$ cat config.mk
export PLATFORM = sky130hd
export DESIGN_NAME = uart_stepper_command_controller
export DESIGN_NICKNAME = d
export VERILOG_FILES = /design/src/hdl/usc_pkg.sv /design/src/hdl/uart_stepper_command_controller.sv /design/src/hdl/usc_ram.sv /design/src/hdl/usc_datapath.sv /design/src/hdl/usc_ctrl.sv
export SDC_FILE = /design/constraint.sdc
export NUM_CORES = 1
export LEC_CHECK = 0
export ABC_AREA = 1
export BUFFER_PORTS_ARGS = -buffer_cell sky130_fd_sc_hd__buf_2
export CAP_MARGIN = 20
export CELL_PAD_IN_SITES_DETAIL_PLACEMENT = 1
export CELL_PAD_IN_SITES_GLOBAL_PLACEMENT = 2
export CORE_MARGIN = 2
export CORE_UTILIZATION = 44
export DETAILED_ROUTE_END_ITERATION = 8
export PLACE_DENSITY_LB_ADDON = 0.1
export SYNTH_ARGS = -nofsm -noshare
export SYNTH_HDL_FRONTEND = slang
export SYNTH_SLANG_ARGS = --single-unit
export TNS_END_PERCENT = 1
$ cat constraint.sdc
create_clock -name clk_i -period 10.4 [get_ports clk_i]
set_input_delay 1.04 -clock clk_i [delete_from_list [all_inputs] [get_ports clk_i]]
set_output_delay 1.04 -clock clk_i [all_outputs]
set_load 0.005 [all_outputs]
$ cat src/hdl/usc_pkg.sv
`default_nettype none
package usc_pkg;

  localparam int unsigned LineLen = 64;
  localparam int unsigned IdxW = $clog2(LineLen);
  localparam int unsigned CntW = $clog2(LineLen) + 1;

  localparam logic [7:0] ChBs = 8'h08;
  localparam logic [7:0] ChDel = 8'h7F;
  localparam logic [7:0] ChCr = 8'h0D;
  localparam logic [7:0] ChLf = 8'h0A;
  localparam logic [7:0] ChSp = 8'h20;

  localparam logic [15:0] RateMin = 16'd1000;
  localparam logic [15:0] RateMax = 16'd39000;
  localparam logic [15:0] RateRst = 16'd10000;
  localparam logic [15:0] DriveRst = 16'd500;
  localparam logic [15:0] PauseRst = 16'd50;
  localparam logic [19:0] MagSat = 20'd1000000;

  typedef enum logic [3:0] {
    CMD_NONE = 4'd0,
    CMD_ON = 4'd1,
    CMD_RUN = 4'd2,
    CMD_OFF = 4'd3,
    CMD_CLEAR = 4'd4,
    CMD_FREQ = 4'd5,
    CMD_MSTEP = 4'd6,
    CMD_MSTEP_ERR = 4'd7,
    CMD_UNKNOWN = 4'd8
  } cmd_e;

  typedef enum logic [1:0] {
    MODE_STOP = 2'd0,
    MODE_RUN = 2'd1,
    MODE_AUTO = 2'd2
  } mode_e;

  localparam logic REG_DRIVE = 1'b0;
  localparam logic REG_PAUSE = 1'b1;

  // Controller to datapath.
  typedef struct packed {
    logic       store_wr;
    logic       scan_start;
    logic       scan_step;
    logic       exec;
    logic       tick;
    logic       cnt_inc;
    logic       cnt_dec;
    logic       cnt_clr;
    logic       code_clr;
  } dp_cmd_t;

  // Datapath to controller.
  typedef struct packed {
    logic       cnt_zero;
    logic       cnt_full;
    logic       scan_done;
    logic       tick_done;
  } dp_sts_t;

endpackage
`default_nettype wire

$ cat src/hdl/uart_stepper_command_controller.sv
`default_nettype none
// Stepper command controller with a serial line editor.
// The input stream carries one item per transaction: tuser is the kind
// (0 received byte, 1 one-millisecond tick) and tdata the byte.
// Each item yields one result, or three for a backspace on a non-empty
// line (backspace, space, backspace); tlast marks the final one.
// Configuration writes set drive_ticks (index 0) and pause_ticks (index 1).
// A plain byte has its first result in the cycle after acceptance, a tick
// once the auto phase sequencer, if active, has finished its update. A line
// end scans the stored line character by character through the single read
// port of the line RAM, waiting for each read, and then decodes it.
// One item is processed at a time; the input is not ready until the last
// result of the previous item has been taken.
// Reset clears the line, stops the motor, disables the driver and restores
// the default rate, microstep pins and timing registers.
// When the receiver stalls, the result holds steady until taken.
module uart_stepper_command_controller
  import usc_pkg::*;
(
  input  wire logic        clk_i,
  input  wire logic        rst_ni,
  input  wire logic        s_axis_tvalid,
  output logic             s_axis_tready,
  input  wire logic [7:0]  s_axis_tdata,   // rx_byte
  input  wire logic        s_axis_tuser,   // kind
  output logic             m_axis_tvalid,
  input  wire logic        m_axis_tready,
  output logic [39:0]      m_axis_tdata,   // echo_valid, echo_byte, command,
                                           // step_active, driver_enable_n, direction,
                                           // ms1, ms2, step_freq_hz, zero fill
  output logic             m_axis_tlast,   // last
  input  wire logic        cfg_we_i,
  input  wire logic        cfg_idx_i,
  input  wire logic [15:0] cfg_data_i
);
  dp_cmd_t    cmd;
  dp_sts_t    sts;
  logic [7:0] ch, eb;
  logic       ev;
  logic [3:0] code;
  logic       sa, en_n, dir, ms1, ms2;
  logic [15:0] rate;

  usc_ctrl u_ctrl (
    .clk_i, .rst_ni,
    .in_valid_i(s_axis_tvalid), .in_ready_o(s_axis_tready),
    .kind_i(s_axis_tuser), .ch_i(s_axis_tdata), .ch_o(ch),
    .out_valid_o(m_axis_tvalid), .out_ready_i(m_axis_tready),
    .echo_valid_o(ev), .echo_byte_o(eb), .last_o(m_axis_tlast),
    .cmd_o(cmd), .sts_i(sts)
  );

  usc_datapath u_dp (
    .clk_i, .rst_ni, .cmd_i(cmd), .sts_o(sts), .ch_i(ch),
    .cfg_we_i, .cfg_idx_i, .cfg_data_i,
    .cmd_code_o(code), .step_active_o(sa), .driver_enable_n_o(en_n),
    .direction_o(dir), .ms1_o(ms1), .ms2_o(ms2), .step_freq_hz_o(rate)
  );

  assign m_axis_tdata = {6'd0, rate, ms2, ms1, dir, en_n, sa, code, eb, ev};
endmodule
`default_nettype wire

$ cat src/hdl/usc_ram.sv
`default_nettype none
module usc_ram #(
  parameter int unsigned Width = 8,
  parameter int unsigned Depth = 64
) (
  input  wire logic                     clk_i,
  input  wire logic                     we_i,
  input  wire logic [$clog2(Depth)-1:0] waddr_i,
  input  wire logic [Width-1:0]         wdata_i,
  input  wire logic [$clog2(Depth)-1:0] raddr_i,
  output logic      [Width-1:0]         rdata_o
);
  logic [Width-1:0] mem_q [Depth];

  always_ff @(posedge clk_i) begin
    if (we_i) begin
      mem_q[waddr_i] <= wdata_i;
    end
    rdata_o <= mem_q[raddr_i];
  end
endmodule
`default_nettype wire

$ cat src/hdl/usc_datapath.sv
`default_nettype none
module usc_datapath
  import usc_pkg::*;
(
  input  wire logic       clk_i,
  input  wire logic       rst_ni,
  input  wire dp_cmd_t    cmd_i,
  output dp_sts_t         sts_o,
  input  wire logic [7:0] ch_i,
  input  wire logic       cfg_we_i,
  input  wire logic       cfg_idx_i,
  input  wire logic [15:0] cfg_data_i,
  output logic [3:0]      cmd_code_o,
  output logic            step_active_o,
  output logic            driver_enable_n_o,
  output logic            direction_o,
  output logic            ms1_o,
  output logic            ms2_o,
  output logic [15:0]     step_freq_hz_o
);
  logic [CntW-1:0] cnt_q, cnt_d;
  logic [CntW-1:0] pos_q, pos_d;
  logic [7:0]  rdata;
  logic [IdxW-1:0] raddr;
  logic        rvalid_q;
  logic [15:0] drive_q, pause_q;
  mode_e       mode_q, mode_d;
  logic [1:0]  phase_q, phase_d;
  logic [15:0] timer_q, timer_d;
  logic        dir_q, dir_d, pul_q, pul_d, en_q, en_d;
  logic [1:0]  ms_q, ms_d;
  logic [15:0] rate_q, rate_d;
  logic [3:0]  code_q, code_d;
  logic [2:0]  guard_q, guard_d;
  logic        tick_busy_q, tick_busy_d;
  // Scan state.
  logic        m_on_q, m_run_q, m_off_q, m_clr_q, m_on_d, m_run_d, m_off_d, m_clr_d;
  logic [7:0]  first_q, first_d;
  logic [1:0]  ps_q, ps_d; // 0 skip, 1 digits, 2 stopped
  logic        neg_q, neg_d;
  logic [19:0] mag_q, mag_d;
  logic [23:0] mag_x10;
  logic        scanning_q, scanning_d;

  usc_ram #(.Width(8), .Depth(LineLen)) u_ram (
    .clk_i,
    .we_i   (cmd_i.store_wr),
    .waddr_i(cnt_q[IdxW-1:0]),
    .wdata_i(ch_i),
    .raddr_i(raddr),
    .rdata_o(rdata)
  );

  assign raddr = pos_q[IdxW-1:0];
  assign mag_x10 = {1'b0, mag_q, 3'b000} + {3'b000, mag_q, 1'b0} + {16'd0, rdata - 8'h30};

  function automatic logic [7:0] word_ch(input logic [2:0] w, input logic [CntW-1:0] p);
    logic [39:0] s;
    begin
      case (w)
        3'd0: s = {24'd0, "no"};
        3'd1: s = {16'd0, "nur"};
        3'd2: s = {16'd0, "ffo"};
        default: s = "raelc";
      endcase
      word_ch = (p < CntW'(5)) ? s[p[2:0]*8 +: 8] : 8'h00;
    end
  endfunction

  always_comb begin
    cnt_d = cnt_q;
    if (cmd_i.cnt_clr) cnt_d = '0;
    else if (cmd_i.cnt_inc) cnt_d = cnt_q + 1'b1;
    else if (cmd_i.cnt_dec) cnt_d = cnt_q - 1'b1;
  end

  always_comb begin
    pos_d = pos_q; scanning_d = scanning_q;
    m_on_d = m_on_q; m_run_d = m_run_q; m_off_d = m_off_q; m_clr_d = m_clr_q;
    first_d = first_q; ps_d = ps_q; neg_d = neg_q; mag_d = mag_q;
    if (cmd_i.scan_start) begin
      pos_d = '0; scanning_d = 1'b1;
      m_on_d = (cnt_q == CntW'(2)); m_run_d = (cnt_q == CntW'(3));
      m_off_d = (cnt_q == CntW'(3)); m_clr_d = (cnt_q == CntW'(5));
      ps_d = 2'd0; neg_d = 1'b0; mag_d = '0;
    end else if (cmd_i.scan_step && rvalid_q) begin
      if (rdata != word_ch(3'd0, pos_q)) m_on_d = 1'b0;
      if (rdata != word_ch(3'd1, pos_q)) m_run_d = 1'b0;
      if (rdata != word_ch(3'd2, pos_q)) m_off_d = 1'b0;
      if (rdata != word_ch(3'd3, pos_q)) m_clr_d = 1'b0;
      if (pos_q == '0) begin
        first_d = rdata;
      end else begin
        unique case (ps_q)
          2'd0: begin
            if (rdata == 8'h20 || rdata == 8'h09 || rdata == 8'h0B || rdata == 8'h0C) ps_d = 2'd0;
            else if (rdata == 8'h2B || rdata == 8'h2D) begin
              neg_d = (rdata == 8'h2D); ps_d = 2'd1;
            end else if (rdata >= 8'h30 && rdata <= 8'h39) begin
              mag_d = (mag_x10 > {4'd0, MagSat}) ? MagSat : mag_x10[19:0]; ps_d = 2'd1;
            end else ps_d = 2'd2;
          end
          2'd1: begin
            if (rdata >= 8'h30 && rdata <= 8'h39)
              mag_d = (mag_x10 > {4'd0, MagSat}) ? MagSat : mag_x10[19:0];
            else ps_d = 2'd2;
          end
          default: ps_d = 2'd2;
        endcase
      end
      pos_d = pos_q + 1'b1;
      if (pos_q + 1'b1 == cnt_q) scanning_d = 1'b0;
    end
  end

  assign sts_o.cnt_zero = (cnt_q == '0);
  assign sts_o.cnt_full = (cnt_q >= CntW'(LineLen - 1));
  assign sts_o.scan_done = !scanning_q;
  assign sts_o.tick_done = !tick_busy_q;

  always_comb begin
    mode_d = mode_q; phase_d = phase_q; timer_d = timer_q; dir_d = dir_q;
    pul_d = pul_q; en_d = en_q; ms_d = ms_q; rate_d = rate_q; code_d = code_q;
    guard_d = guard_q; tick_busy_d = tick_busy_q;
    if (cmd_i.exec) begin
      if (m_on_q) begin
        code_d = CMD_ON;
        if (mode_q != MODE_AUTO) begin
          mode_d = MODE_AUTO; phase_d = 2'd0; timer_d = '0;
        end
      end else if (m_run_q) begin
        code_d = CMD_RUN; mode_d = MODE_RUN; dir_d = 1'b0; en_d = 1'b0; pul_d = 1'b1;
      end else if (m_off_q) begin
        code_d = CMD_OFF; mode_d = MODE_STOP; pul_d = 1'b0; en_d = 1'b1;
      end else if (m_clr_q) begin
        code_d = CMD_CLEAR;
      end else if (first_q == 8'h66) begin
        code_d = CMD_FREQ;
        if (neg_q && mag_q != '0) rate_d = RateMax;
        else if (mag_q == '0) rate_d = RateMin;
        else if (mag_q >= 20'd39) rate_d = RateMax;
        else rate_d = 16'(mag_q[5:0] * 16'd1000);
      end else if (first_q == 8'h73) begin
        code_d = CMD_MSTEP_ERR;
        if (!(neg_q && mag_q != '0)) begin
          case (mag_q)
            20'd8:  begin ms_d = 2'd0; code_d = CMD_MSTEP; end
            20'd16: begin ms_d = 2'd1; code_d = CMD_MSTEP; end
            20'd32: begin ms_d = 2'd2; code_d = CMD_MSTEP; end
            20'd64: begin ms_d = 2'd3; code_d = CMD_MSTEP; end
            default: ;
          endcase
        end
      end else code_d = CMD_UNKNOWN;
    end else if (cmd_i.code_clr) begin
      code_d = CMD_NONE;
    end
    if (cmd_i.tick) begin
      guard_d = '0; tick_busy_d = (mode_q == MODE_AUTO);
    end else if (tick_busy_q) begin
      // One loop iteration of the phase sequencer per cycle.
      if (timer_q == '0) begin
        if (!phase_q[0]) begin
          dir_d = phase_q[1]; en_d = 1'b0; pul_d = 1'b1;
          timer_d = (drive_q == '0) ? 16'd1 : drive_q;
          tick_busy_d = 1'b0;
          timer_d = timer_d - 1'b1;
          if (timer_d == '0) phase_d = phase_q + 1'b1;
        end else begin
          pul_d = 1'b0; en_d = 1'b1;
          if (pause_q == '0) begin
            phase_d = phase_q + 1'b1; guard_d = guard_q + 1'b1;
            if (guard_q == 3'd3) tick_busy_d = 1'b0;
          end else begin
            timer_d = pause_q - 1'b1; tick_busy_d = 1'b0;
            if (timer_d == '0) phase_d = phase_q + 1'b1;
          end
        end
      end else begin
        timer_d = timer_q - 1'b1; tick_busy_d = 1'b0;
        if (timer_d == '0) phase_d = phase_q + 1'b1;
      end
    end
  end

  always_ff @(posedge clk_i or negedge rst_ni) begin
    if (!rst_ni) begin
      cnt_q <= '0; pos_q <= '0; rvalid_q <= 1'b0; scanning_q <= 1'b0;
      drive_q <= DriveRst; pause_q <= PauseRst;
      mode_q <= MODE_STOP; phase_q <= '0; timer_q <= '0;
      dir_q <= 1'b0; pul_q <= 1'b0; en_q <= 1'b1; ms_q <= 2'd2; rate_q <= RateRst;
      code_q <= CMD_NONE; guard_q <= '0; tick_busy_q <= 1'b0;
      m_on_q <= 1'b0; m_run_q <= 1'b0; m_off_q <= 1'b0; m_clr_q <= 1'b0;
      first_q <= '0; ps_q <= '0; neg_q <= 1'b0; mag_q <= '0;
    end else begin
      cnt_q <= cnt_d; pos_q <= pos_d; scanning_q <= scanning_d;
      // Read data is valid in the cycle after its address; a step waits for each read.
      rvalid_q <= cmd_i.scan_step && scanning_q && !rvalid_q;
      if (cfg_we_i) begin
        if (cfg_idx_i == REG_DRIVE) drive_q <= cfg_data_i;
        else pause_q <= cfg_data_i;
      end
      mode_q <= mode_d; phase_q <= phase_d; timer_q <= timer_d;
      dir_q <= dir_d; pul_q <= pul_d; en_q <= en_d; ms_q <= ms_d; rate_q <= rate_d;
      code_q <= code_d; guard_q <= guard_d; tick_busy_q <= tick_busy_d;
      m_on_q <= m_on_d; m_run_q <= m_run_d; m_off_q <= m_off_d; m_clr_q <= m_clr_d;
      first_q <= first_d; ps_q <= ps_d; neg_q <= neg_d; mag_q <= mag_d;
    end
  end

  assign cmd_code_o = code_q;
  assign step_active_o = pul_q;
  assign driver_enable_n_o = en_q;
  assign direction_o = dir_q;
  assign ms1_o = ms_q[0];
  assign ms2_o = ms_q[1];
  assign step_freq_hz_o = rate_q;
endmodule
`default_nettype wire

$ cat src/hdl/usc_ctrl.sv
`default_nettype none
module usc_ctrl
  import usc_pkg::*;
(
  input  wire logic       clk_i,
  input  wire logic       rst_ni,
  input  wire logic       in_valid_i,
  output logic            in_ready_o,
  input  wire logic       kind_i,
  input  wire logic [7:0] ch_i,
  output logic [7:0]      ch_o,
  output logic            out_valid_o,
  input  wire logic       out_ready_i,
  output logic            echo_valid_o,
  output logic [7:0]      echo_byte_o,
  output logic            last_o,
  output dp_cmd_t         cmd_o,
  input  wire dp_sts_t    sts_i
);
  typedef enum logic [5:0] {
    S_IDLE = 6'b000001,
    S_SCAN = 6'b000010,
    S_EXEC = 6'b000100,
    S_TICK = 6'b001000,
    S_EMIT = 6'b010000,
    S_BS   = 6'b100000
  } state_e;

  state_e      state_q, state_d;
  logic        ev_q, ev_d, last_q, last_d;
  logic [7:0]  eb_q, eb_d;
  logic [1:0]  bs_q, bs_d;
  logic        acc;

  assign acc = in_valid_i && in_ready_o;
  assign in_ready_o = (state_q == S_IDLE);
  assign ch_o = ch_i;

  always_comb begin
    state_d = state_q; ev_d = ev_q; eb_d = eb_q; last_d = last_q; bs_d = bs_q;
    cmd_o = '0;
    unique case (state_q)
      S_IDLE: begin
        if (acc) begin
          cmd_o.code_clr = 1'b1;
          if (kind_i) begin
            cmd_o.tick = 1'b1; ev_d = 1'b0; eb_d = '0; last_d = 1'b1;
            state_d = S_TICK;
          end else if (ch_i == ChBs || ch_i == ChDel) begin
            if (sts_i.cnt_zero) begin
              ev_d = 1'b0; eb_d = '0; last_d = 1'b1; state_d = S_EMIT;
            end else begin
              cmd_o.cnt_dec = 1'b1; ev_d = 1'b1; eb_d = ChBs; last_d = 1'b0;
              bs_d = 2'd0; state_d = S_BS;
            end
          end else if (ch_i == ChCr || ch_i == ChLf) begin
            ev_d = 1'b1; eb_d = ch_i; last_d = 1'b1;
            cmd_o.scan_start = 1'b1;
            state_d = sts_i.cnt_zero ? S_EMIT : S_SCAN;
          end else begin
            if (!sts_i.cnt_full) begin
              cmd_o.store_wr = 1'b1; cmd_o.cnt_inc = 1'b1;
            end
            ev_d = 1'b1; eb_d = ch_i; last_d = 1'b1;
            state_d = S_EMIT;
          end
        end
      end
      S_SCAN: begin
        cmd_o.scan_step = 1'b1;
        if (sts_i.scan_done) state_d = S_EXEC;
      end
      S_EXEC: begin
        cmd_o.exec = 1'b1; cmd_o.cnt_clr = 1'b1; state_d = S_EMIT;
      end
      S_TICK: begin
        if (sts_i.tick_done) state_d = S_EMIT;
      end
      S_EMIT: begin
        if (out_ready_i) state_d = S_IDLE;
      end
      S_BS: begin
        if (out_ready_i) begin
          bs_d = bs_q + 1'b1;
          unique case (bs_q)
            2'd0: eb_d = ChSp;
            default: begin eb_d = ChBs; last_d = 1'b1; state_d = S_EMIT; end
          endcase
        end
      end
      default: state_d = S_IDLE;
    endcase
  end

  assign out_valid_o = (state_q == S_EMIT) || (state_q == S_BS);
  assign echo_valid_o = ev_q;
  assign echo_byte_o = eb_q;
  assign last_o = last_q;

  always_ff @(posedge clk_i or negedge rst_ni) begin
    if (!rst_ni) begin
      state_q <= S_IDLE; bs_q <= '0; ev_q <= 1'b0; last_q <= 1'b0;
    end else begin
      state_q <= state_d; bs_q <= bs_d; ev_q <= ev_d; last_q <= last_d;
    end
  end

  always_ff @(posedge clk_i) begin
    eb_q <= eb_d;
  end
endmodule
`default_nettype wire
==> flow_metrics.tcl <==
set metrics [dict create \
    outcome "finished, violations left" \
    violations "DRC" \
    ys_seq_elements 667 \
    start_util 0.446 \
    final_area_mm2 0.0362 \
    place.gp.congestion 0.840 \
    r2r-start "u_dp.mag_q[2]" \
    worst-path-buf-inv 4 \
    worstPathRequired_ps 10650 \
    port-buffer-count 64 \
    netSwitchingPower_mw 2.75 \
    ys_types 62 \
    grt_pass1_vias 25400 \
    cts_resized 0 \
    slowest_delay_ps 920 \
    drive_gt1_frac 0.0840 \
    comb_power_share 0.273 \
    min_period_ps 4890 \
    syn2layout_area_growth_pct 11.2 \
    synth_cells 3348 \
    synth_ff_type "edfxtp_1" \
    setup_viol 0 \
    nets 3532 \
    drtIter0Drc 1739 \
    synth_most_common_cell "nor2_1" \
    firstDrtPassIters 7 \
    yosys.area.top_type "edfxtp_1" \
    wirelength_um 98200 \
    syn-cell-area_mm2 0.0326 \
    r2r_cells 20 \
    post-route-util 0.495 \
    cts_tree "yes" \
    cts.htree.levels 3 \
    post_cts_buffers 0 \
    clk_path_buf_depth 3 \
    yosysWarnings 0 \
    hold_buffers 0 \
    antenna_found_initial 2 \
    cts.clk_slew.worst_paths_ps 60 \
    hold_class "in -> async" \
    drv_cap 0 \
    switching_share 0.348 \
    die_area_mm2 0.0762 \
    grt_pass1_wl_um 152000 \
    crit_chain "buf_2, buf_4, inv_1, nand4_1, inv_1, a31o_2, nor4_1, nand2_1, nor2_1, nand3_1, nor2_1" \
    hold_slack_ps 448 \
    grt_remaining_overflow 0 \
    leakage_nw 14.1 \
    max-vdd-ir-drop_v 0.000158 \
    path_class "in -> reg" \
    vias 24300 \
    cts-root-buf "clkbuf_16" \
    internal-power_mw 5.17 \
    hold_viol 0 \
    vias_per_cell 5.50 \
    num_io_pins 74 \
    grt_max_degree 114 \
    worstPathArrival_ps 5150 \
    crit_fanout 66 \
    synth_common_cells "nor2_1 (717), edfxtp_1 (520), nand2_1 (460)" \
    async_reset_ff_frac 0.208 \
    post-route-period-util 0.470 \
    grt.total_usage 0.258 \
    wire_per_inst_um 22.3 \
    rsz0062_at_grt "no" \
    synth.top_cell.area_share 0.479 \
    place_area_mm2 0.0337 \
    die_x_um 276 \
    pwr-share-clk 0.335 \
    numCtsBuffers 75 \
    crit_path_end_kind "register" \
    drc 18 \
    max_slew_margin 0.265 \
    die_h_um 276 \
    tns_ps 0 \
    skew_ps 42.3 \
    p_per_area_mw_per_mm2 219 \
    fmax_ghz 0.204 \
    sequentialPowerShare 0.392 \
    cts_num_sinks 667 \
    hpwl_um 65400 \
    reg2reg_slack_ps 6020 \
    crit_slowest_cell "nor2_1" \
    fp-row-count 99 \
    synth-edff-count 520 \
    netlist_top_cells_area "edfxtp_1 (48%), dfrtp_1 (9.4%), nor2_1 (8.3%)" \
    clk_latency_ps 640 \
    yosysSeqAreaShare 0.592 \
    drv_slew 0 \
    reg2reg_to "u_dp.step_freq_hz_o[14]" \
    core_mm2 0.0731 \
    worst_pin_slew_ps 1100 \
    start_kind "primary input" \
    drtAntennaViolNets 0 \
    postSynthAreaPerCell_um2 9.73 \
    cp_top_family "simple AND/OR/NAND/NOR gates" \
]
-- cell usage in the layout (no fill, tap or decap), drive strengths merged, types with 3 or more instances in the layout --
| cell | instances |
|---|---|
| a21oi | 109 |
| a221o | 4 |
| a221oi | 6 |
| a22oi | 6 |
| a31oi | 6 |
| and2 | 3 |
| buf | 87 |
| bufinv | 5 |
| clkbuf | 102 |
| clkinv | 30 |
| clkinvlp | 3 |
| conb | 17 |
| dfrtp | 122 |
| dfstp | 17 |
| dfxtp | 8 |
| edfxtp | 520 |
| fa | 20 |
| ha | 88 |
| inv | 313 |
| nand2 | 476 |
| nand3 | 101 |
| nand3b | 5 |
| nand4 | 31 |
| nor2 | 736 |
| nor3 | 144 |
| nor4 | 56 |
| o211ai | 17 |
| o21ai | 269 |
| o21bai | 4 |
| o221ai | 6 |
| o22ai | 32 |
| o311ai | 8 |
| o31ai | 10 |
| o32ai | 3 |
| o41ai | 5 |
| or2 | 10 |
| xnor2 | 11 |
| xor2 | 49 |
-- area by class of cell --
cell class	instances	area, um^2
inverter	315	1190
timing repair buffer	88	507
sequential	667	19300
antenna	1	2.50
clock buffer	101	2040
fill	8145	36900
tap	959	1200
clock inverter	36	430
multi-input combinational	2246	11600
-- worst max-delay path by stage --
stage,slack (ps),startpoint,end,cells after the start
after floorplan,6510,u_dp.mag_q[2],u_dp.step_freq_hz_o[14],20
after CTS,5550,s_axis_tdata[7],u_dp.u_ram.mem_q[49][1],11
final,5510,s_axis_tdata[5],u_dp.u_ram.mem_q[49][1],11
after global routing,5300,s_axis_tdata[7],u_dp.u_ram.mem_q[49][7],12
after detailed placement,4920,s_axis_tdata[7],u_dp.u_ram.mem_q[49][3],11
after global placement,5010,s_axis_tdata[7],u_dp.u_ram.mem_q[49][3],11
-- sequential cells by signal, summed over array words and instances, names as in the netlist, 2 cells and up --
name                 flops
u_ctrl.bs_q              2
u_ctrl.echo_byte_o       8
u_ctrl.state_q           6
u_dp.cmd_code_o          4
u_dp.cnt_q               7
u_dp.drive_q            16
u_dp.first_q             8
u_dp.guard_q             3
u_dp.mag_q              20
u_dp.mode_q              2
u_dp.ms_q                2
u_dp.pause_q            16
u_dp.phase_q             2
u_dp.pos_q               7
u_dp.ps_q                2
u_dp.step_freq_hz_o     13
u_dp.timer_q            16
u_dp.u_ram.mem_q       512
u_dp.u_ram.rdata_o       8
-- logic make-up after synthesis --
| family | share of synthesized area |
|---|---|
| compound gates | 0.0868 |
| other cells | 0.000115 |
| fa+ha+maj | 0.0461 |
| xor+xnor | 0.0161 |
| mux | 0.000307 |
| buf+inv | 0.0554 |
| flops | 0.592 |
| simple gates | 0.203 |
-- power by group through the flow --
| stage | registers [mW] | clock network (mW) | logic, mW |
|---|---|---|---|
| 2_1_floorplan | 3.09 | 0 | 1.53 |
| 3_3_place_gp | 3.16 | 0 | 2.11 |
| 3_5_place_dp | 3.16 | 0 | 2.18 |
| 4_1_cts | 3.11 | 2.71 | 2.19 |
| 5_1_grt | 3.12 | 2.80 | 2.46 |
| 6_report | 3.11 | 2.66 | 2.16 |
-- stage by stage --
step                      std cells  worst slack (ps)  power [mW]
after floorplan                3364              6510        4.62
after global placement         4273              5010        5.27
after detailed placement       4274              4920        5.34
after CTS                      4411              5550        8.00
after global routing           4412              5300        8.38
final                          4413              5510        7.93
-- worst reg2reg max path: stages (launching register included) --
cell     delay, ps
dfrtp_1        550
inv_1          250
fa_1           540
inv_1           80
fa_1           490
inv_1           60
fa_1           500
inv_1           40
ha_1           350
a21oi_1        170
nand2_1         80
nand2_1         70
inv_1           50
or2_2          270
a21oi_1        200
inv_1           60
a21oi_1        120
nor2_1          50
nor2_1         110
xor2_1         180
o21ai_1         70
-- metal layers --
layer / global-route usage / vias to the layer above / wire (um) / part of all wire
li1: - / 11500 / - / -
met3: 0.0303 / 164 / 4580 / 0.047
met2: 0.429 / 580 / 46400 / 0.47
met4: 0.0839 / 2 / 2980 / 0.030
met1: 0.355 / 12100 / 44200 / 0.45
met5: 0 / - / 12 / 0.00012
(Power assumes the default switching activity.)
